[src/hw/rtl/c8lsu_pkg.sv]
// Shared types, constants and the cycle cost table of the 8-bit load/store unit.
`default_nettype none
package c8lsu_pkg;

   localparam int MEM_ADDR_BITS_DEFAULT = 16;
   localparam int NUM_REGS = 7;
   localparam int Q_DEPTH = 2;

   localparam logic [2:0] REG_B = 3'd0;
   localparam logic [2:0] REG_C = 3'd1;
   localparam logic [2:0] REG_D = 3'd2;
   localparam logic [2:0] REG_E = 3'd3;
   localparam logic [2:0] REG_H = 3'd4;
   localparam logic [2:0] REG_L = 3'd5;
   localparam logic [2:0] REG_A = 3'd6;

   typedef enum logic [3:0] {
      OP_LD_RR     = 4'd0,
      OP_LD_R_HL   = 4'd1,
      OP_LD_HL_R   = 4'd2,
      OP_LD_R_IMM  = 4'd3,
      OP_LD_HL_IMM = 4'd4,
      OP_LD_BC_A   = 4'd5,
      OP_LD_DE_A   = 4'd6,
      OP_LD_NN_A   = 4'd7,
      OP_LD_A_BC   = 4'd8,
      OP_LD_A_DE   = 4'd9,
      OP_LD_A_NN   = 4'd10,
      OP_POKE      = 4'd11,
      OP_PEEK      = 4'd12,
      OP_SETPC     = 4'd13,
      OP_SETREG    = 4'd14
   } op_type;

   typedef struct packed {
      op_type      op;
      logic [2:0]  dst;
      logic [2:0]  src;
      logic [15:0] addr;
      logic [7:0]  wval;
      logic [2:0]  cost;
   } cmd_type;

   typedef struct packed {
      logic valid;
      logic full;
   } q_status_type;

   function automatic logic [2:0] op_cost(input op_type op);
      logic [2:0] c;
      case (op) inside
         OP_LD_RR:                                   c = 3'd1;
         OP_LD_R_HL, OP_LD_HL_R, OP_LD_R_IMM,
         OP_LD_BC_A, OP_LD_DE_A, OP_LD_A_BC,
         OP_LD_A_DE:                                 c = 3'd2;
         OP_LD_HL_IMM:                               c = 3'd3;
         OP_LD_NN_A, OP_LD_A_NN:                     c = 3'd4;
         default:                                    c = 3'd0;
      endcase
      return c;
   endfunction

endpackage
`default_nettype wire

[src/hw/rtl/c8lsu_front.sv]
// Front end: takes requests, decodes the operation and its cost, pushes into the queue.
`default_nettype none
module c8lsu_front (
   input  wire logic                   start,
   input  wire logic [3:0]             req_op,
   input  wire logic [2:0]             req_dest_reg,
   input  wire logic [2:0]             req_src_reg,
   input  wire logic [15:0]            req_mem_address,
   input  wire logic [7:0]             req_write_value,
   input  wire c8lsu_pkg::q_status_type q_status,
   output logic                        busy,
   output logic                        push,
   output c8lsu_pkg::cmd_type          cmd
);

   c8lsu_pkg::op_type op_dec;

   always_comb begin
      op_dec   = c8lsu_pkg::op_type'(req_op);
      busy     = q_status.full;
      push     = start && !q_status.full;
      cmd.op   = op_dec;
      cmd.dst  = req_dest_reg;
      cmd.src  = req_src_reg;
      cmd.addr = req_mem_address;
      cmd.wval = req_write_value;
      cmd.cost = c8lsu_pkg::op_cost(op_dec);
   end

endmodule
`default_nettype wire

[config.mk]
export PLATFORM = sky130hd
export DESIGN_NAME = c8lsu_front
export DESIGN_NICKNAME = d
export VERILOG_FILES = /design/src/hw/rtl/c8lsu_pkg.sv /design/src/hw/rtl/c8lsu_front.sv
export SDC_FILE = /design/constraint.sdc
export NUM_CORES = 1
export LEC_CHECK = 0
export ABC_AREA = 1
export BUFFER_PORTS_ARGS = -buffer_cell sky130_fd_sc_hd__buf_4
export CAP_MARGIN = 10
export CORE_MARGIN = 3
export CORE_UTILIZATION = 21
export DETAILED_ROUTE_END_ITERATION = 10
export PLACE_DENSITY_LB_ADDON = 0.1
export SLEW_MARGIN = 5
export SYNTH_ARGS = -nofsm -noshare
export SYNTH_HDL_FRONTEND = slang
export SYNTH_SLANG_ARGS = --single-unit
export TNS_END_PERCENT = 30
[constraint.sdc]
create_clock -name vclk -period 0.8
set_input_delay 0.12 -clock vclk [all_inputs]
set_output_delay 0.12 -clock vclk [all_outputs]
set_load 0.05 [all_outputs]
# Word level (Yosys, flattened, before mapping)
# Cells that the tools add are included.
[totals]
regBits = 0
wordCells = 19
[classes]
n_eq_ne = 10
muxes = 4
reduce_logical = 5
[ops]
columns = ["cell", "count"]
rows = [
  ["$eq A4 B3 Y1 const B", 4],
  ["$eq A4 B4 Y1 const B", 3],
  ["$mux W3", 4],
  ["$eq A4 B2 Y1 const B", 2],
  ["$reduce_or A7 Y1", 1],
  ["$eq A4 B1 Y1 const B", 1],
  ["$logic_not A4 Y1", 1],
  ["$reduce_or A2 Y1", 1],
  ["$logic_and A1 B1 Y1", 1],
  ["$logic_not A1 Y1", 1],
]

# Depth between registers and ports, before layout
# Gate-level depths: netlist of run 1.
[depth]
word_depth = 6
depth_mapped = 3
depth_no_buf = 3

# Worst setup path before layout of run 1
# OpenSTA, ideal clock, no wires.
[synth_timing]
path_kind = "input to output"
start = "input req_op[0]"
end = "output cmd[0] in the netlist's numbering"
t_arrival_ns = 1.217
t_required_ns = 0.680
slack_ns = -0.537
path_stages = 1
n_path_buf = 0
path_cell_list = "nor3_1"
[synth_via]
elab_chain_len = 4
[synth_lines]
columns = ["element", "line", "rtl"]
rows = [
  ["from (decl)", "c8lsu_front.sv:5", "input wire logic [3:0] req_op,"],
  ["$eq A4 B1 Y1, or another cell as far along", "c8lsu_front.sv:27", "cmd.cost = c8lsu_pkg::op_cost(op_dec);"],
  ["$reduce_or A7 Y1 or $mux W3 (tied branches)", "c8lsu_pkg.sv:51", "case (op) inside"],
  ["$mux W3", "c8lsu_pkg.sv:51", ""],
  ["$mux W3 (*)", "c8lsu_pkg.sv:51", ""],
  ["to (decl)", "c8lsu_front.sv:13", "output c8lsu_pkg::cmd_type cmd"],
]
# Every way passes the cells marked *; elsewhere a longest branch is shown, timed or not.

==> impl_metrics.env, run 1 <==
export IMPL_cp_arrival_ns=0.69
export IMPL_finalWirelength_um=508
export IMPL_period_needed_ns=0.807
export IMPL_grt_pass1_wl_um=655
export IMPL_fill_cells=153
export IMPL_grt_usage_pct=3.96
export IMPL_place_gp_congestion=0.703
export IMPL_fin_cells=45
export IMPL_first_pass_iters=1
export IMPL_synth_most_common_cell="buf_4"
export IMPL_core_area_mm2=0.00137
export IMPL_place_port_buffers=15
export IMPL_synth_top_area_share_pct=81.4
export IMPL_drive_above_1_share_pct=73.3
export IMPL_first_iter_violations=0
export IMPL_failed_checks="setup timing"
export IMPL_irDropWorstVdd_mv=0.164
export IMPL_drc=0
export IMPL_p_int_uw=85.6
export IMPL_p_leak_nw=0.123
export IMPL_n_sequential_cell=0
export IMPL_grt_max_degree=7
export IMPL_seq_area_frac_synth_pct=0
export IMPL_status="finished with violations"
export IMPL_overflow=0
export IMPL_final_hold_viol_count=0
export IMPL_maxCapViolations=0
export IMPL_fmax_mhz=1240
export IMPL_synth_top_cell_by_area="buf_4"
export IMPL_nNetsFinal=69
export IMPL_seq_power_share_pct=0
export IMPL_final_clkbuf_count=0
export IMPL_yosys_cell_types_count=9
export IMPL_min_period_over_period_pct=101
export IMPL_yosysWarnings=0
export IMPL_antenna_cells=0
export IMPL_p_per_area_mw_per_mm2=895
export IMPL_chipHeight_um=45.2
export IMPL_pre_cts_slack_ns=-0.0762
export IMPL_switching_power_uw=138
export IMPL_tightest_slew_ns=0.145
export IMPL_worstSetupStartpointType="input port"
export IMPL_grt_setup_unrepaired="true"
export IMPL_die_x_um=45.2
export IMPL_fin_ws_ns=-0.00694
export IMPL_setup_tns_final_ns=-0.00694
export IMPL_cts_setup_buffers=0
export IMPL_combPwrFrac_pct=100.0
export IMPL_timing_max_transition_violations_final=0
export IMPL_yosys_top_cells_area="buf_4, a21oi_1, o21ai_0"
export IMPL_required_ns=0.68
export IMPL_dp_cells=45
export IMPL_setup_viol_count_final=1
export IMPL_ant_nets=0
export IMPL_dieArea_mm2=0.00204
export IMPL_crit_path_end_kind="output port"
export IMPL_switching_share_pct=61.8
export IMPL_via_count=186
export IMPL_area_growth_syn_to_layout_pct=-22.5
export IMPL_fp_row_count=13
export IMPL_setup_worst_path_class="input port to output port"
export IMPL_relSlewSlack_pct=90.3
export IMPL_syn_area_um2=323
export IMPL_min_path_type="input port to output port"
export IMPL_start_util_pct=23.6
export IMPL_syn_nets=85
export IMPL_grt_pass1_vias=150
export IMPL_avgSynthCellArea_um2=6.73
export IMPL_antenna_found_initial=0
export IMPL_clock_power_share_pct=0
export IMPL_seqCellArea_um2=0
export IMPL_wl_per_cell_um=11.3
export IMPL_cp_max_fo=5
export IMPL_vias_per_cell=4.13
export IMPL_power_uw=224
export IMPL_syn_instance_count=48
export IMPL_io_pins=76
## cell type report
type                       instances  area (µm²)  area share (%)
tap                               15        18.8            7.50
inverter                           2        7.51            3.00
multi-input combinational         11        70.1            28.0
timing repair buffer              17         154            61.5
## stage by stage
step	hold WS, ns	util, %	instance area [µm²]
floorplan	0.335	-	337
finish	0.240	18.3	250
CTS	0.240	17.8	243
global route	0.240	18.3	250
detailed placement	0.240	16.1	220
global placement	0.240	16.1	220
## final timing paths
check,to,startpoint,cells past startpoint
worst max-delay path,cmd[1],req_op[1],4
worst min-delay path,cmd[13],req_mem_address[2],0
## metal layers
| metal | part of all wire (%) | track usage (%) | vias up |
|---|---|---|---|
| li1 | - | - | 79 |
| met1 | 25 | 2.82 | 82 |
| met2 | 50 | 8.47 | 23 |
| met3 | 25 | 1.99 | 2 |
| met4 | 0.39 | 1.17 | 0 |
| met5 | 0 | 0 | - |
## worst max-delay path, stage by stage
cell	delay, ns
buf_8	0.10
o21a_1	0.18
a21oi_2	0.11
buf_6	0.17
## power by group through the flow
stage                     clock network, mW  logic (mW)  registers [mW]
after floorplan                           0       0.542               0
after global placement                    0       0.204               0
after detailed placement                  0       0.207               0
after CTS                                 0       0.221               0
after global routing                      0       0.236               0
final                                     0       0.224               0
## cell families (layout without fill, tap and decap cells)
group,Yosys count,count (layout),synth area share (%)
buf+inv,37,19,83.7
compound gates,6,6,10.1
simple gates,5,5,6.20
## timing repair
item	4_1_cts	5_1_grt
gates cloned	0	0
pin swaps	3	1
hold buffers	0	0
gates resized for setup	8	2
endpoints found under the setup margin	2	2
## placed cells by master (no fill, tap or decap), drive strengths merged
cell type and instances:
buf 17, nor3 1, nand2 2, o21ai 3
inv 2, nor2 2, o21a 1, a21oi 2
Note: power is estimated with default switching activity, not from simulation.
==> run 2, diff against run 1 <==
RECOVER_POWER = 25   (was unset)
SETUP_SLACK_MARGIN = 0.2   (was unset)
==> run 2 against run 1 <==
  * The flow still finishes with violations (setup timing)
  * Count of clock-buffer cells in the layout unchanged
  * Combinational power increased by 29%
  * Worst hold slack unchanged
  * Wire length increased by 6.5%
  * Global-route usage increased by 0.73 points
  * Largest power group unchanged
  * Die area unchanged
  * Flip-flop and latch count unchanged
  * Sequential share of layout area unchanged
==> impl_metrics.env, run 2 (synthesis gave the netlist of run 1 again) <==
export IMPL_n_sequential_cell=0
export IMPL_drc=0
export IMPL_met2_usage_pct=7.63
export IMPL_grt_pass1_vias=181
export IMPL_fmax_mhz=1190
export IMPL_min_period_over_period_pct=105
export IMPL_tightest_slew_ns=0.231
export IMPL_overflow=0
export IMPL_required_ns=0.68
export IMPL_dieArea_mm2=0.00204
export IMPL_grt_setup_unrepaired="true"
export IMPL_ant_nets=0
export IMPL_maxCapViolations=0
export IMPL_cp_max_fo=5
export IMPL_setup_viol_count_final=3
export IMPL_finalWirelength_um=541
export IMPL_crit_path_end_kind="output port"
export IMPL_grt_util_met3_pct=2.39
export IMPL_timing_max_transition_violations_final=0
export IMPL_multi_input_area_um2=101
export IMPL_nNetsFinal=72
export IMPL_grt_pass1_wl_um=772
export IMPL_grt_usage_pct=4.70
export IMPL_io_pins=76
export IMPL_area_growth_syn_to_layout_pct=9.30
export IMPL_met1_usage_pct=4.95
export IMPL_die_x_um=45.2
export IMPL_final_hold_viol_count=0
export IMPL_antenna_cells=0
export IMPL_place_gp_congestion=0.640
export IMPL_fill_cells=154
export IMPL_grt_max_degree=7
export IMPL_seqCellArea_um2=0
export IMPL_via_count=194
export IMPL_start_util_pct=23.6
export IMPL_cp_arrival_ns=0.72
export IMPL_grt_busiest_layer="met2"
export IMPL_place_port_buffers=15
export IMPL_vias_per_cell=4.04
export IMPL_pre_cts_slack_ns=-0.130
export IMPL_setup_worst_path_class="input port to output port"
export IMPL_min_path_type="input port to output port"
export IMPL_relSlewSlack_pct=84.6
export IMPL_failed_checks="setup timing"
export IMPL_first_iter_violations=0
export IMPL_cts_setup_buffers=0
export IMPL_final_clkbuf_count=0
export IMPL_p_leak_nw=0.159
export IMPL_fin_ws_ns=-0.0388
export IMPL_fp_row_count=13
export IMPL_status="finished with violations"
export IMPL_antenna_found_initial=0
export IMPL_drive_above_1_share_pct=87.9
export IMPL_whs_ns=0.240
export IMPL_core_area_mm2=0.00137
export IMPL_worstSetupStartpointType="input port"
export IMPL_period_needed_ns=0.839
export IMPL_cts_hold_buf=0
export IMPL_irDropWorstVdd_mv=0.243
export IMPL_chipHeight_um=45.2
export IMPL_first_pass_iters=1
export IMPL_dp_hpwl_um=448
export IMPL_wl_per_cell_um=11.3
export IMPL_p_per_area_mw_per_mm2=815
export IMPL_layout_common_cells="buf_4, buf_8, buf_6"
## run 2: routing by layer
layer  share of wire (%)  up-vias
met2                  48       21
met5                   0        -
met1                  29       86
met4                0.37        0
met3                  22        2
li1                    -       85
## run 2: worst paths after layout
path / from / end / slack, ns / cells past startpoint
worst max-delay path: req_op[1] / cmd[1] / -0.04 / 6
worst min-delay path: req_mem_address[2] / cmd[13] / 0.24 / 0
## run 2: final cells by class
type | count | area share, %
repair buffers | 20 | 63.8
multi-input cells | 11 | 28.7
well taps | 15 | 5.32
inverters | 2 | 2.13
## run 2: per-stage QoR
stage          instances  util (%)  cell area [µm²]  TNS [ns]  total power [mW]
2_1_floorplan         48         -              355         0             0.554
3_3_place_gp          48      19.1              262    -0.242             0.231
3_5_place_dp          48      19.1              262    -0.268             0.233
4_1_cts               48      24.5              334    -0.120             0.277
5_1_grt               48      25.8              353    -0.172             0.302
6_report              48      25.8              353   -0.0816             0.288
## run 2: timing repair
| item | in CTS | in global routing |
|---|---|---|
| pin swaps | 3 | 2 |
| endpoints found under the setup margin | 8 | 6 |
| gates resized for setup | 22 | 5 |
## run 2: worst max-delay path, cell delays in order
cell	delay, ns
buf_8	0.11
inv_2	0.04
o21ai_2	0.04
buf_4	0.13
a21oi_4	0.11
buf_6	0.17
## run 2: power breakdown
group | switching, mW | total, mW | leakage, nW | internal (mW)
clock network | 0 | 0 | 0 | 0
registers | 0 | 0 | 0 | 0
logic | 0.160 | 0.288 | 0.159 | 0.127
==> run 3, diff against run 2 <==
CORE_MARGIN = unset   (was 3)
==> run 3 against run 2 <==
  * The run still ends with setup timing left
  * Wire length down 4.1%
  * Via count up 4.1%
  * Maximum frequency up 0.30%
  * Core utilization up 1.6 points
  * Critical path depth down 2
  * Final area up 6.0%
==> impl_metrics.env, run 3 (synthesis gave the netlist of run 1 again) <==
export IMPL_final_util_pct=27.4
export IMPL_setup_worst_path_class="input port to output port"
export IMPL_tightest_slew_ns=0.233
export IMPL_grt_setup_unrepaired="true"
export IMPL_layout_commonest_cell="buf_8"
export IMPL_dieArea_mm2=0.00170
export IMPL_wl_per_cell_um=10.6
export IMPL_antenna_found_initial=0
export IMPL_min_from="req_mem_address[2]"
export IMPL_dp_hpwl_um=416
export IMPL_place_port_buffers=15
export IMPL_crit_slowest_cell="o21ai_1"
export IMPL_layout_common_cells="buf_8, buf_6, buf_4"
export IMPL_crit_buf_inv=2
export IMPL_first_iter_violations=0
export IMPL_startpoint="req_op[0]"
export IMPL_met2_usage_pct=10.5
export IMPL_p_per_area_mw_per_mm2=795
export IMPL_seqCellArea_um2=0
export IMPL_via_count=202
export IMPL_overflow=0
export IMPL_maxCapViolations=0
export IMPL_die_x_um=41.2
export IMPL_core_area_mm2=0.00137
export IMPL_crit_family="compound AO/OA/AOI/OAI gates"
export IMPL_grt_busiest_layer="met2"
export IMPL_grt_util_met3_pct=1.63
export IMPL_final_clkbuf_count=0
export IMPL_placed_cell_area_um2=254
export IMPL_cp_max_fo=5
export IMPL_min_period_over_period_pct=105
export IMPL_min_path_type="input port to output port"
export IMPL_fin_ws_ns=-0.0364
export IMPL_grt_max_degree=7
export IMPL_pre_cts_slack_ns=-0.144
export IMPL_start_util_pct=23.6
export IMPL_cts_hold_buf=0
export IMPL_first_pass_iters=1
export IMPL_ant_nets=0
export IMPL_period_needed_ns=0.836
export IMPL_place_gp_congestion=0.581
export IMPL_power_uw=297
export IMPL_worstSetupStartpointType="input port"
export IMPL_area_growth_syn_to_layout_pct=15.9
export IMPL_setup_viol_count_final=3
export IMPL_required_ns=0.68
export IMPL_fill_cells=161
export IMPL_met1_usage_pct=4.75
export IMPL_grt_pass1_vias=167
export IMPL_grt_usage_pct=5.42
export IMPL_nNetsFinal=73
export IMPL_finalWirelength_um=519
export IMPL_failed_checks="setup timing"
export IMPL_n_sequential_cell=0
export IMPL_relSlewSlack_pct=84.4
export IMPL_status="finished with violations"
export IMPL_p_leak_nw=0.169
export IMPL_timing_max_transition_violations_final=0
export IMPL_drc=0
export IMPL_fin_cells=49
export IMPL_antenna_cells=0
export IMPL_final_hold_viol_count=0
export IMPL_fp_row_count=13
export IMPL_drive_above_1_share_pct=82.4
export IMPL_chipHeight_um=41.2
export IMPL_fmax_mhz=1200
export IMPL_irDropWorstVdd_mv=0.139
export IMPL_crit_path_end_kind="output port"
export IMPL_io_pins=76
export IMPL_finalInstanceArea_um2=374
export IMPL_vias_per_cell=4.12
export IMPL_cp_arrival_ns=0.72
export IMPL_dp_cells=47
export IMPL_cp_slowest_stage_delay_ns=0.22
export IMPL_crit_chain="buf_4 -> o21ai_1 -> a21oi_4 -> buf_6"
export IMPL_grt_pass1_wl_um=634
-- run 3: cell count changes in the layout (fill, tap and decap cells not counted), sizes merged --
cell / delta
buf: +1
-- run 3: path summary, 6_finish.rpt --
| kind | end | slack [ns] | cells after the start |
|---|---|---|---|
| worst max-delay path | cmd[1] | -0.04 | 4 |
| worst min-delay path | cmd[13] | 0.24 | 0 |
-- run 3: timing repair --
item | CTS | global route
buffers inserted | 1 | 1
pin swaps | 3 | 3
setup endpoints to repair | 8 | 8
gates resized for setup | 23 | 7
-- run 3: metal layers --
metal,part of all wire (%),wire (µm),vias to the layer above
li1,-,-,89
met1,28,146,91
met2,56,293,20
met3,14,74,2
met4,0.77,4,0
met5,0,0,-
-- run 3: through the flow --
stage          hold WS, ns  TNS (ns)
2_1_floorplan        0.299         0
3_3_place_gp         0.240    -0.251
3_5_place_dp         0.240    -0.285
4_1_cts              0.240   -0.0806
5_1_grt              0.240    -0.148
6_report             0.240   -0.0647
-- run 3: power breakdown --
group          switching, mW  total [mW]  leakage (nW)  internal [mW]
registers                  0           0             0              0
logic                  0.160       0.297         0.169          0.137
clock network              0           0             0              0
total                  0.160       0.297         0.169          0.137
-- run 3: area by class of cell --
cell class / instances / area, µm² / share of cell area, %
Timing Repair Buffer: 21 / 251 / 67.2
Inverter: 2 / 7.51 / 2.01
Multi-Input combinational cell: 11 / 96.3 / 25.8
Tap cell: 15 / 18.8 / 5.02
