[config.mk]
export PLATFORM = sky130hd
export DESIGN_NAME = c8lsu_queue
export DESIGN_NICKNAME = d
export VERILOG_FILES = /design/src/hw/rtl/c8lsu_pkg.sv /design/src/hw/rtl/c8lsu_queue.sv
export SDC_FILE = /design/constraint.sdc
export NUM_CORES = 1
export LEC_CHECK = 0
export BUFFER_PORTS_ARGS = -buffer_cell sky130_fd_sc_hd__buf_2
export CORE_MARGIN = 10
export CORE_UTILIZATION = 30
export CTS_BUF_LIST = sky130_fd_sc_hd__clkbuf_4
export DETAILED_ROUTE_END_ITERATION = 7
export PLACE_DENSITY_LB_ADDON = 0.08
export SLEW_MARGIN = 20
export SYNTH_ARGS = -nofsm -noshare
export SYNTH_HDL_FRONTEND = slang
export SYNTH_SLANG_ARGS = --single-unit
[constraint.sdc]
create_clock -name clock -period 4.73 [get_ports clock]
set_clock_uncertainty 0.1 [all_clocks]
set_input_delay 0.946 -clock clock [delete_from_list [all_inputs] [get_ports clock]]
set_output_delay 0.946 -clock clock [all_outputs]
set_load 0.01 [all_outputs]
[src/hw/rtl/c8lsu_pkg.sv]
// Shared types, constants and the cycle cost table of the 8-bit load/store unit.
`default_nettype none
package c8lsu_pkg;

   localparam int MEM_ADDR_BITS_DEFAULT = 16;
   localparam int NUM_REGS = 7;
   localparam int Q_DEPTH = 2;

   localparam logic [2:0] REG_B = 3'd0;
   localparam logic [2:0] REG_C = 3'd1;
   localparam logic [2:0] REG_D = 3'd2;
   localparam logic [2:0] REG_E = 3'd3;
   localparam logic [2:0] REG_H = 3'd4;
   localparam logic [2:0] REG_L = 3'd5;
   localparam logic [2:0] REG_A = 3'd6;

   typedef enum logic [3:0] {
      OP_LD_RR     = 4'd0,
      OP_LD_R_HL   = 4'd1,
      OP_LD_HL_R   = 4'd2,
      OP_LD_R_IMM  = 4'd3,
      OP_LD_HL_IMM = 4'd4,
      OP_LD_BC_A   = 4'd5,
      OP_LD_DE_A   = 4'd6,
      OP_LD_NN_A   = 4'd7,
      OP_LD_A_BC   = 4'd8,
      OP_LD_A_DE   = 4'd9,
      OP_LD_A_NN   = 4'd10,
      OP_POKE      = 4'd11,
      OP_PEEK      = 4'd12,
      OP_SETPC     = 4'd13,
      OP_SETREG    = 4'd14
   } op_type;

   typedef struct packed {
      op_type      op;
      logic [2:0]  dst;
      logic [2:0]  src;
      logic [15:0] addr;
      logic [7:0]  wval;
      logic [2:0]  cost;
   } cmd_type;

   typedef struct packed {
      logic valid;
      logic full;
   } q_status_type;

   function automatic logic [2:0] op_cost(input op_type op);
      logic [2:0] c;
      case (op) inside
         OP_LD_RR:                                   c = 3'd1;
         OP_LD_R_HL, OP_LD_HL_R, OP_LD_R_IMM,
         OP_LD_BC_A, OP_LD_DE_A, OP_LD_A_BC,
         OP_LD_A_DE:                                 c = 3'd2;
         OP_LD_HL_IMM:                               c = 3'd3;
         OP_LD_NN_A, OP_LD_A_NN:                     c = 3'd4;
         default:                                    c = 3'd0;
      endcase
      return c;
   endfunction

endpackage
`default_nettype wire

[src/hw/rtl/c8lsu_queue.sv]
// Short FIFO of decoded requests between the front end and the back end.
`default_nettype none
module c8lsu_queue (
   input  wire logic                    clock,
   input  wire logic                    reset,
   input  wire logic                    push,
   input  wire c8lsu_pkg::cmd_type      push_cmd,
   input  wire logic                    pop,
   output c8lsu_pkg::q_status_type      q_status,
   output c8lsu_pkg::cmd_type           head_cmd
);

   localparam int PW = (c8lsu_pkg::Q_DEPTH > 1) ? $clog2(c8lsu_pkg::Q_DEPTH) : 1;
   localparam int CW = $clog2(c8lsu_pkg::Q_DEPTH + 1);
   localparam logic [CW-1:0] DEPTH_C = CW'(c8lsu_pkg::Q_DEPTH);
   localparam logic [PW-1:0] LAST_C  = PW'(c8lsu_pkg::Q_DEPTH - 1);

   c8lsu_pkg::cmd_type slot_ff [c8lsu_pkg::Q_DEPTH];
   logic [PW-1:0] wr_ptr_ff, wr_ptr_in;
   logic [PW-1:0] rd_ptr_ff, rd_ptr_in;
   logic [CW-1:0] count_ff, count_in;

   always_comb begin
      wr_ptr_in = wr_ptr_ff;
      rd_ptr_in = rd_ptr_ff;
      count_in  = count_ff;
      if (push) begin
         wr_ptr_in = (wr_ptr_ff == LAST_C) ? '0 : wr_ptr_ff + 1'b1;
      end
      if (pop) begin
         rd_ptr_in = (rd_ptr_ff == LAST_C) ? '0 : rd_ptr_ff + 1'b1;
      end
      if (push && !pop) begin
         count_in = count_ff + 1'b1;
      end else if (pop && !push) begin
         count_in = count_ff - 1'b1;
      end
      q_status.valid = (count_ff != '0);
      q_status.full  = (count_ff == DEPTH_C);
      head_cmd       = slot_ff[rd_ptr_ff];
   end

   always_ff @(posedge clock) begin
      if (reset) begin
         wr_ptr_ff <= '0;
         rd_ptr_ff <= '0;
         count_ff  <= '0;
      end else begin
         wr_ptr_ff <= wr_ptr_in;
         rd_ptr_ff <= rd_ptr_in;
         count_ff  <= count_in;
      end
   end

   always_ff @(posedge clock) begin
      if (push) begin
         slot_ff[wr_ptr_ff] <= push_cmd;
      end
   end

endmodule
`default_nettype wire

# ---- After elaboration in Yosys (flattened, before gate mapping)
# Memory sizes are Yosys's and may differ from the RTL's. A register that Yosys moved wholly into a read port is not among the register bits.
# Index checks and enable logic that the tools add are counted.
dict set report classes {
  bitwise_logic 0
  multipliers 0
  magnitude_cmp 0
  n_div 0
  n_mux 8
  addsub 4
  n_eq_ne 1
  reduce_logical 6
  shifts 0
}
# cell n
set ops {}
lappend ops {{$mux 1} 6}
lappend ops {{$mux 2} 2}
lappend ops {{$reduce_bool 2->1} 2}
lappend ops {{$add 1x1->1 const B} 2}
lappend ops {{$add 2x1->2 const B} 1}
lappend ops {{$eq 2x2->1 const B} 1}
lappend ops {{$logic_and 1x1->1} 2}
lappend ops {{$logic_not 1->1} 2}
lappend ops {{$sub 2x1->2 const B} 1}
dict set report totals {
  out_inout_bits 39
  ramBits 74
  mem_count 1
  in_bits 41
  wordCells 23
  rom_bits 0
  regBits 4
  latchBits 0
}
# memory words width rd rd_ports_with_merged_regs write_ports line
set memory_table {}
lappend memory_table {slot_ff 2 37 1 1 1 c8lsu_queue.sv:18} ;# c8lsu_pkg::cmd_type slot_ff [c8lsu_pkg::Q_DEPTH];

# ---- Logic depth before layout (Yosys ltp)
# Gate-level depths: netlist of run 1.
dict set report depth {
  word_depth 4
  ltp_mapped 5
  mapped_depth_nobuf 5
}

# ---- Least setup slack after synthesis of run 1
# No wires, ideal clock.
dict set report synth_path {
  kind {input -> register}
  start {input push}
  end {memory slot_ff[0][0] (netlist name), enable pin}
  required_ns 4.194
  arrival_time_ns 2.607
  cell_stages 1
  setup_ns 0.436
  setup_slack_ns 1.587
  path_cell_list {nor2b_1}
}
dict set report synth_via {
  elab_chain_len 2
}
# element line
set synth_lines {}
lappend synth_lines {{from (decl)} c8lsu_queue.sv:6} ;# input wire logic push,
lappend synth_lines {{$mux 1} c8lsu_queue.sv:56} ;# if (push) begin
lappend synth_lines {{$mux 1 (not written as such)} c8lsu_queue.sv:57} ;# slot_ff[wr_ptr_ff] <= push_cmd;
lappend synth_lines {{to (decl)} c8lsu_queue.sv:18}
# No other way between the ends.

==> results of run 1 <==
-- synth_stat cells, drive strengths merged (2+ instances only) --
| cell type | n |
|---|---|
| edfxtp | 74 |
| mux2 | 37 |
| dfxtp | 5 |
| buf | 4 |
| nor2 | 4 |
| xnor2 | 2 |
| xor2 | 2 |
-- per-layer routing --
layer | GRT usage | vias up
met2 | 0.1266 | 47
met5 | 0 | -
li1 | - | 708
met3 | 0.03597 | 8
met1 | 0.09849 | 705
met4 | 0.03246 | 0
-- layout by cell type, fill, tap and decap left out --
cell type and n:
buf_2 79, edfxtp_1 74, mux2_2 37, clkbuf_4 9, nor2_1 4, dfxtp_1 4
clkinv_4 3, xor2_1 2, xnor2_1 2, clkinv_2 2, inv_1 1, or2_2 1
and2b_2 1, and2_2 1, nor2b_4 1, o21ai_0 1, or3_1 1, a21oi_1 1
ha_1 1, dfxtp_2 1, clkinvlp_4 1, bufinv_16 1, buf_4 1
-- kinds of logic after synthesis --
family,after synthesis,share of synthesized area
compound gates,2,0.003463
xor+xnor,4,0.01213
mux,37,0.1443
simple gates,9,0.01690
fa+ha+maj,1,0.004332
buf+inv,5,0.01473
flops,79,0.8042
-- tightest hold or removal path, delay by kind of cell (launching register included) --
| kind | cells | cell delay, ns |
|---|---|---|
| XOR/XNOR | 1 | 0.08 |
| flip-flops | 1 | 0.34 |
| AND/OR/NAND/NOR | 1 | 0.07 |
-- worst min path at each step --
stage          slack, ns          end  depth (start not counted)        start
3_3_place_gp        0.40    rd_ptr_ff                          2    rd_ptr_ff
2_1_floorplan       0.36  count_ff[1]                          2  count_ff[1]
4_1_cts             0.42  count_ff[1]                          2  count_ff[1]
6_report            0.42     register                          2    rd_ptr_ff
3_5_place_dp        0.40     register                          2    rd_ptr_ff
5_1_grt             0.45  count_ff[1]                          2  count_ff[1]
-- cell type report --
cell class / instances / area [um2] / share of cell area
multi-input cells: 53 / 531.8 / 0.1492
well taps: 129 / 161.4 / 0.04528
repair buffers: 80 / 402.9 / 0.1130
inverters: 1 / 3.754 / 0.001053
clock buffers: 9 / 67.56 / 0.01895
flip-flops and latches: 79 / 2323 / 0.6518
clock inverters: 7 / 73.82 / 0.02071
-- power breakdown --
part | leakage [nW] | switching, W | total [W] | internal, W
clock | 0.0759 | 0.000229 | 0.000391 | 0.000162
sequential | 0.736 | 0.0000237 | 0.000837 | 0.000813
combinational | 0.517 | 0.0000782 | 0.000159 | 0.0000808
total | 1.33 | 0.000331 | 0.00139 | 0.00106
-- metrics by stage --
step / worst slack [ns] / hold WS [ns] / util / power (W) / instances
floorplan: 1.587 / 0.3564 / - / 0.0009421 / 137
global placement: 2.091 / 0.3953 / 0.3670 / 0.001020 / 342
detailed placement: 2.106 / 0.3963 / 0.3670 / 0.001020 / 342
CTS: 1.619 / 0.4205 / 0.3822 / 0.001419 / 358
global route: 1.563 / 0.4532 / 0.3822 / 0.001466 / 358
finish: 1.744 / 0.4191 / 0.3822 / 0.001387 / 358
-- registers in the layout, summed over array words and instances (netlist names), named ones only --
register	count
slot_ff	74
count_ff	2
rd_ptr_ff	1
wr_ptr_ff	1
==> flow_metrics.py, run 1 <==
metrics = {
    "cts": {
        "cts_sinks": 79,
        "cts_setup_buffers": 0,
        "h-tree-depth": 3,
        "clk_pin_slew_ns": 0.12,
        "max-clock-path-buffers": 2,
        "cts_resized": 0,
        "cts_buffers": 9,
        "cts_tree": "built",
        "cts-root-buf": "clkbuf_4",
        "holdBufCountCts": 0,
        "worstSkewPairLatency_ns": 0.40,
    },
    "setup_path": {
        "path_delay_family": "flip-flops",
        "critPathMaxFanout": 37,
        "ff2ff_path_depth": 2,
        "crit_buf_inv": 1,
        "cp.required_ns": 3.68,
        "cp_slowest_cell": "dfxtp_2",
        "r2r_end": "slot_ff[0][31]",
        "crit_path_end_kind": "primary output",
        "worstSetupPathType": "register to primary output",
        "cp.depth": 2,
        "endpoint": "head_cmd[26]",
        "start_kind": "register",
        "cp_cell_sequence": "mux2_2, buf_2",
        "crit_arrival_ns": 1.94,
        "max_stage_delay_ns": 0.96,
        "r2r-start": "wr_ptr_ff",
        "r2r_slack_ns": 2.98,
    },
    "synthesis": {
        "synth_area_um2": 2888,
        "synth_seq_cells": 79,
        "synth_edf_count": 74,
        "synth_flop_cell": "edfxtp_1",
        "synth_top_cell_area_share": 0.7695,
        "synth_cell_types": 17,
        "yosysWarnings": 0,
        "syn_inst": 137,
        "synth_top_cell_by_area": "edfxtp_1",
        "syn_area_per_cell_um2": 21.08,
        "synthArstFlopShare": 0,
        "synth_fp_nets": 179,
        "synth.yosys.seq_area_share": 0.8042,
        "synth.area.top_cells": "edfxtp_1 (77%), mux2_2 (14%), dfxtp_1 (3.5%)",
    },
    "placement": {
        "dpl-instance-area_um2": 3423,
        "port_buffers": 79,
        "dp_hpwl_mm": 3.789,
        "gp_congestion": 0.6046,
    },
    "sta": {
        "rsz0062_at_grt": "no",
        "setup_viol": 0,
        "max_slew_margin": 0.3643,
        "tns_ns": 0,
        "worst_pin_slew_ns": 0.9536,
        "slew_violations": 0,
        "timing.final.hold_violations": 0,
        "min_period_ns": 2.986,
        "clock.fmax_mhz": 334.9,
        "finalCritPeriodShare": 0.6312,
    },
    "global_routing": {
        "first_global_vias": 1648,
        "grt.total_usage": 0.08212,
        "gr-total-overflow": 0,
        "grt_antenna_before_repair": 0,
        "grt_pass1_wl_mm": 8.983,
        "grt_max_degree": 38,
    },
    "routing": {
        "first_iter_violations": 74,
        "routed_wl_mm": 5.639,
        "highest_layer": "met4",
        "wl_met2_mm": 2.718,
        "route.vias.total": 1468,
        "avgViaCountPerCell": 4.101,
        "met3_length_um": 317,
        "first_pass_iters": 4,
        "drtAntennaViolNets": 0,
        "met1_length_mm": 2.534,
        "routedWlPerCell_um": 15.75,
        "drcViolationCount": 0,
    },
    "floorplanning": {
        "dieHeight_um": 118.1,
        "rows": 35,
        "core_area_um2": 9328,
        "start_util": 0.3096,
        "die-area_um2": 13950,
        "die_w_um": 118.1,
        "num_io_pins": 80,
    },
    "status": {
        "status": "finished, final reports clean",
    },
    "hold_path": {
        "min_path_type": "register to register",
    },
    "cells_and_area": {
        "stdcell_area_um2": 3565,
        "fill_cells": 888,
        "fin_nets": 266,
        "diodes": 0,
        "area_growth_pct": 23.44,
        "layout-drive-gt1-share": 0.6026,
    },
    "power_and_ir_drop": {
        "p_per_area_nw_per_um2": 389.1,
        "p_leak_nw": 1.329,
        "vdd_drop_max_mv": 0.1855,
    },
    "flow_run": {
        "cap_violations": 0,
    },
}
Power figures use the tool's default switching activity.
==> run 2, diff against run 1 <==
==> constraint.sdc (replaced) <==
create_clock -name clock -period 2.4 [get_ports clock]
set_clock_uncertainty 0.1 [all_clocks]
set_input_delay 0.48 -clock clock [delete_from_list [all_inputs] [get_ports clock]]
set_output_delay 0.48 -clock clock [all_outputs]
set_load 0.01 [all_outputs]
==> run 2 against run 1 <==
Net effect: register-to-register slack worse by 1.9 ns; global-route usage is 0.091 points lower; critical endpoint is now head_cmd[36]; core utilization is 0.54 points higher; first-iteration DRC count fell by 64%; die area unchanged; total power increased by 100%; final cell count up 1.1%; combinational power increased by 120%; worst hold slack worse by 0.27 ns; via count up 1.1%; largest cell class unchanged; flip-flop and latch count stayed put; design area rose by 1.4%.
==> flow_metrics.py, run 2 (synthesis gave the netlist of run 1 again) <==
metrics = {
    "cells_and_area": {
        "layout-drive-gt1-share": 0.6094,
        "mostFrequentLayoutCells": "buf_2 (79), edfxtp_1 (74), mux2_2 (37), clkbuf_4 (9), buf_4 (6)",
        "top_regs": "slot_ff: 74 flops, count_ff: 2 flops",
        "largest_register_ffs": 74,
        "stdcell_area_um2": 3615,
        "area_growth_pct": 25.17,
        "diodes": 0,
        "fin_nets": 271,
        "layout_commonest_cell": "buf_2",
        "regMostFlops": "slot_ff",
    },
    "power_and_ir_drop": {
        "vdd_drop_max_mv": 0.2884,
        "p_leak_nw": 1.361,
        "p_per_area_nw_per_um2": 782.0,
    },
    "floorplanning": {
        "dieHeight_um": 118.1,
        "core_area_um2": 9328,
        "die_w_um": 118.1,
        "rows": 35,
        "num_io_pins": 80,
        "die-area_um2": 13950,
        "start_util": 0.3096,
    },
    "sta": {
        "clock.fmax_mhz": 463.2,
        "tns_ns": 0,
        "worst_pin_slew_ns": 0.3374,
        "timing.final.hold_violations": 0,
        "slew_violations": 0,
        "min_period_ns": 2.159,
        "finalCritPeriodShare": 0.8995,
        "setup_viol": 0,
        "max_slew_margin": 0.7751,
        "rsz0062_at_grt": "no",
    },
    "global_routing": {
        "grt_max_degree": 25,
        "gr-total-overflow": 0,
        "grt_pass1_wl_mm": 8.790,
        "grt_antenna_before_repair": 0,
        "first_global_vias": 1646,
        "grt.total_usage": 0.08121,
    },
    "status": {
        "status": "finished, final reports clean",
    },
    "routing": {
        "route.vias.total": 1484,
        "first_iter_violations": 27,
        "first_pass_iters": 2,
        "routed_wl_mm": 5.683,
        "met1_length_mm": 2.657,
        "drtAntennaViolNets": 0,
        "routedWlPerCell_um": 15.70,
        "drcViolationCount": 0,
        "highest_layer": "met4",
        "met3_length_um": 348,
        "avgViaCountPerCell": 4.099,
        "wl_met2_mm": 2.583,
    },
    "cts": {
        "h-tree-depth": 3,
        "holdBufCountCts": 0,
        "max-clock-path-buffers": 2,
        "cts_buffers": 9,
        "cts_setup_buffers": 0,
        "clk_pin_slew_ns": 0.13,
        "cts_tree": "built",
        "cts_sinks": 79,
        "worstSkewPairLatency_ns": 0.39,
        "cts-root-buf": "clkbuf_4",
        "cts_resized": 0,
    },
    "setup_path": {
        "crit_path_end_kind": "primary output",
        "crit_arrival_ns": 1.58,
        "path_delay_family": "buffers and inverters",
        "start_kind": "register",
        "max_stage_delay_ns": 0.39,
        "r2r_slack_ns": 1.07,
        "r2r_end": "slot_ff[1][28]",
        "r2r-start": "wr_ptr_ff",
        "ff2ff_path_depth": 2,
        "cp_slowest_cell": "mux2_2",
        "worstSetupPathType": "register to primary output",
        "cp_cell_sequence": "buf_4, mux2_2, buf_2",
        "critPathMaxFanout": 24,
        "cp.required_ns": 1.82,
        "crit_buf_inv": 2,
    },
    "placement": {
        "dp_hpwl_mm": 3.962,
        "gp_congestion": 0.6329,
        "port_buffers": 79,
        "dpl-instance-area_um2": 3461,
    },
    "flow_run": {
        "cap_violations": 0,
    },
    "hold_path": {
        "min_path_type": "input pin to register",
        "min_to": "slot_ff[1][18]",
        "min_from": "push_cmd[18]",
        "min_path_cells": 1,
    },
}
==> run 2: changes by cell type in the layout (fill, tap and decap cells not counted), sizes merged <==
cell	delta
buf	+5
bufinv	+1
clkinv	-2
==> run 2: how the worst max path moves through the flow <==
stage	startpoint	to	slack [ns]	cells after the start
after floorplan	push	slot_ff[0][0]	0.41	1
after global placement	register	head_cmd[9]	0.65	3
after detailed placement	register	head_cmd[13]	0.65	3
after CTS	register	head_cmd[13]	0.18	3
after global routing	register	head_cmd[9]	0.13	3
final	register	head_cmd[36]	0.24	3
==> run 2: through the flow <==
step           worst slack [ns]  hold slack, ns    util  power (W)  std cells
2_1_floorplan            0.4111          0.3564       -   0.001856        137
3_3_place_gp             0.6517          0.3919  0.3710   0.002018        347
3_5_place_dp             0.6468          0.3919  0.3710   0.002017        347
4_1_cts                  0.1811          0.1198  0.3875   0.002875        362
5_1_grt                  0.1337          0.1062  0.3875   0.002990        362
6_report                 0.2412          0.1535  0.3875   0.002827        362
==> run 2: layout make-up <==
cell class | instances | area (um2)
Inverter | 1 | 3.754
Clock inverter | 6 | 86.33
Clock buffer | 9 | 67.56
Tap cell | 129 | 161.4
Timing Repair Buffer | 85 | 440.4
Sequential cell | 79 | 2323
Fill cell | 891 | 5713
Multi-Input combinational cell | 53 | 531.8
==> run 2: where the power goes <==
group / leakage [nW] / switching (W) / internal [W]
registers: 0.736 / 0.0000228 / 0.00160
clock network: 0.0818 / 0.000438 / 0.000415
logic: 0.543 / 0.000181 / 0.000168
==> run 2: metal layers <==
| layer | GRT usage | vias up |
|---|---|---|
| met4 | 0.03941 | 0 |
| met2 | 0.1259 | 52 |
| met1 | 0.09560 | 701 |
| li1 | - | 721 |
| met5 | 0 | - |
| met3 | 0.03309 | 10 |
==> run 3, diff against run 2 <==
==> constraint.sdc (replaced) <==
create_clock -name clock -period 2 [get_ports clock]
set_clock_uncertainty 0.1 [all_clocks]
set_input_delay 0.4 -clock clock [delete_from_list [all_inputs] [get_ports clock]]
set_output_delay 0.4 -clock clock [all_outputs]
set_load 0.01 [all_outputs]
==> run 3 against run 2 <==
Net effect: count of clock-buffer cells in the layout did not move; wire length rose by 2.2%; critical path depth did not move; combinational power rose by 51%; flip-flop and latch count did not move; via count rose by 1.3%; total power rose by 27%; global-route usage rose by 0.34 points; core utilization rose by 2.8 points; register-to-register slack got worse by 0.43 ns; non-clock buffer count rose by 3; critical endpoint is now head_cmd[26].
==> flow_metrics.py, run 3 (synthesis gave the netlist of run 1 again) <==
metrics = {
    "status": {
        "status": "finished, final reports clean",
    },
    "hold_path": {
        "min_from": "push_cmd[7]",
        "min_path_cells": 1,
        "min_path_type": "input pin to register",
        "min_to": "slot_ff[1][7]",
    },
    "cells_and_area": {
        "top_regs": "slot_ff: 74 flops, count_ff: 2 flops",
        "area_growth_pct": 34.32,
        "fill_cells": 867,
        "multi_input_area_um2": 558.0,
        "largest_register_ffs": 74,
        "fin_cells": 364,
        "layout-drive-gt1-share": 0.6085,
        "ff_latch_area_um2": 2326,
        "fin_nets": 274,
        "final_util": 0.4158,
        "mostFrequentLayoutCells": "edfxtp_1 (74), buf_2 (57), mux2_2 (30), buf_6 (22), clkbuf_4 (9)",
        "diodes": 0,
        "regMostFlops": "slot_ff",
        "layout_commonest_cell": "edfxtp_1",
    },
    "cts": {
        "worstSkewPairLatency_ns": 0.39,
        "cts_buffers": 9,
        "holdBufCountCts": 0,
        "max-clock-path-buffers": 2,
        "clk_pin_slew_ns": 0.12,
        "h-tree-depth": 3,
        "cts-root-buf": "clkbuf_4",
        "cts_tree": "built",
        "cts_sinks": 79,
    },
    "power_and_ir_drop": {
        "vdd_drop_max_mv": 0.4945,
        "p_leak_nw": 1.475,
        "p_per_area_nw_per_um2": 926.2,
        "power_w": 0.003592,
    },
    "floorplanning": {
        "core_area_um2": 9328,
        "rows": 35,
        "die-area_um2": 13950,
        "dieHeight_um": 118.1,
        "start_util": 0.3096,
        "num_io_pins": 80,
        "die_w_um": 118.1,
    },
    "global_routing": {
        "grt.total_usage": 0.08463,
        "gr-total-overflow": 0,
        "grt_max_degree": 27,
        "grt_pass1_wl_mm": 9.232,
        "first_global_vias": 1730,
        "grt_antenna_before_repair": 0,
    },
    "setup_path": {
        "cp_slowest_cell": "dfxtp_4",
        "cp.required_ns": 1.50,
        "r2r-start": "wr_ptr_ff",
        "crit_arrival_ns": 1.47,
        "r2r_slack_ns": 0.64,
        "start_kind": "register",
        "r2r_end": "slot_ff[1][5]",
        "ff2ff_path_depth": 2,
        "max_stage_delay_ns": 0.42,
        "worstSetupPathType": "register to primary output",
        "critPathMaxFanout": 15,
        "cp_cell_sequence": "buf_12, mux2_2, buf_2",
        "crit_path_end_kind": "primary output",
    },
    "routing": {
        "drtAntennaViolNets": 0,
        "first_pass_iters": 4,
        "wl_met2_mm": 2.791,
        "first_iter_violations": 30,
        "routed_wl_mm": 5.810,
        "drcViolationCount": 0,
        "routedWlPerCell_um": 15.96,
        "met3_length_um": 390,
        "met1_length_mm": 2.565,
        "highest_layer": "met4",
        "route.vias.total": 1503,
        "avgViaCountPerCell": 4.129,
    },
    "sta": {
        "tns_ns": 0,
        "timing.final.hold_violations": 0,
        "worst_pin_slew_ns": 0.2877,
        "setup_viol": 0,
        "holdWs_ns": 0.07573,
        "finalCritPeriodShare": 0.9873,
        "min_period_ns": 1.975,
        "clock.fmax_mhz": 506.4,
        "slew_violations": 0,
        "rsz0062_at_grt": "yes",
        "max_slew_margin": 0.8082,
    },
    "placement": {
        "place_inst": 347,
        "dp_hpwl_mm": 3.995,
        "gp_congestion": 0.6254,
        "port_buffers": 79,
    },
    "flow_run": {
        "cap_violations": 0,
    },
}
[run 3: critical path, delay by kind of cell (launching register included)]
kind / cells / cell delay (ns)
buffers and inverters: 2 / 0.31
flip-flops: 1 / 0.42
multiplexers: 1 / 0.34
[run 3: layout make-up]
class                      instances  share of cell area
multi-input combinational         53              0.1439
tap                              129             0.04161
timing repair buffer              88              0.1710
clock inverter                     5             0.02548
sequential                        79              0.5997
clock buffer                       9             0.01742
inverter                           1           0.0009677
[run 3: worst max-delay path by stage]
stage	from	to	slack (ns)	depth (start not counted)
floorplan	push	slot_ff[0][0]	0.09	1
global placement	register	head_cmd[18]	0.31	3
detailed placement	register	head_cmd[18]	0.30	3
CTS	register	head_cmd[36]	-0.04	3
global route	register	head_cmd[20]	-0.07	3
finish	register	head_cmd[26]	0.03	3
[run 3: layer usage]
metal / vias up / GRT usage
li1: 720 / -
met2: 60 / 0.1353
met1: 718 / 0.09675
met5: - / 0
met4: 0 / 0.02550
met3: 5 / 0.04317
[run 3: through the flow]
step / setup slack [ns] / cell area (um2)
6_report: 0.02541 / 3879
5_1_grt: -0.07025 / 3879
4_1_cts: -0.03597 / 3826
3_5_place_dp: 0.3032 / 3523
3_3_place_gp: 0.3099 / 3523
2_1_floorplan: 0.09105 / 2890
[run 3: timing repair]
item	4_1_cts	5_1_grt
gates cloned	0	0
pin swaps	0	0
setup buffers	3	0
setup endpoints to repair	30	34
resized for setup	20	10
[run 3: power breakdown]
group          switching, W  internal, W
Sequential        0.0000330      0.00192
Combinational      0.000234     0.000293
Clock              0.000497     0.000615
Total              0.000763      0.00283
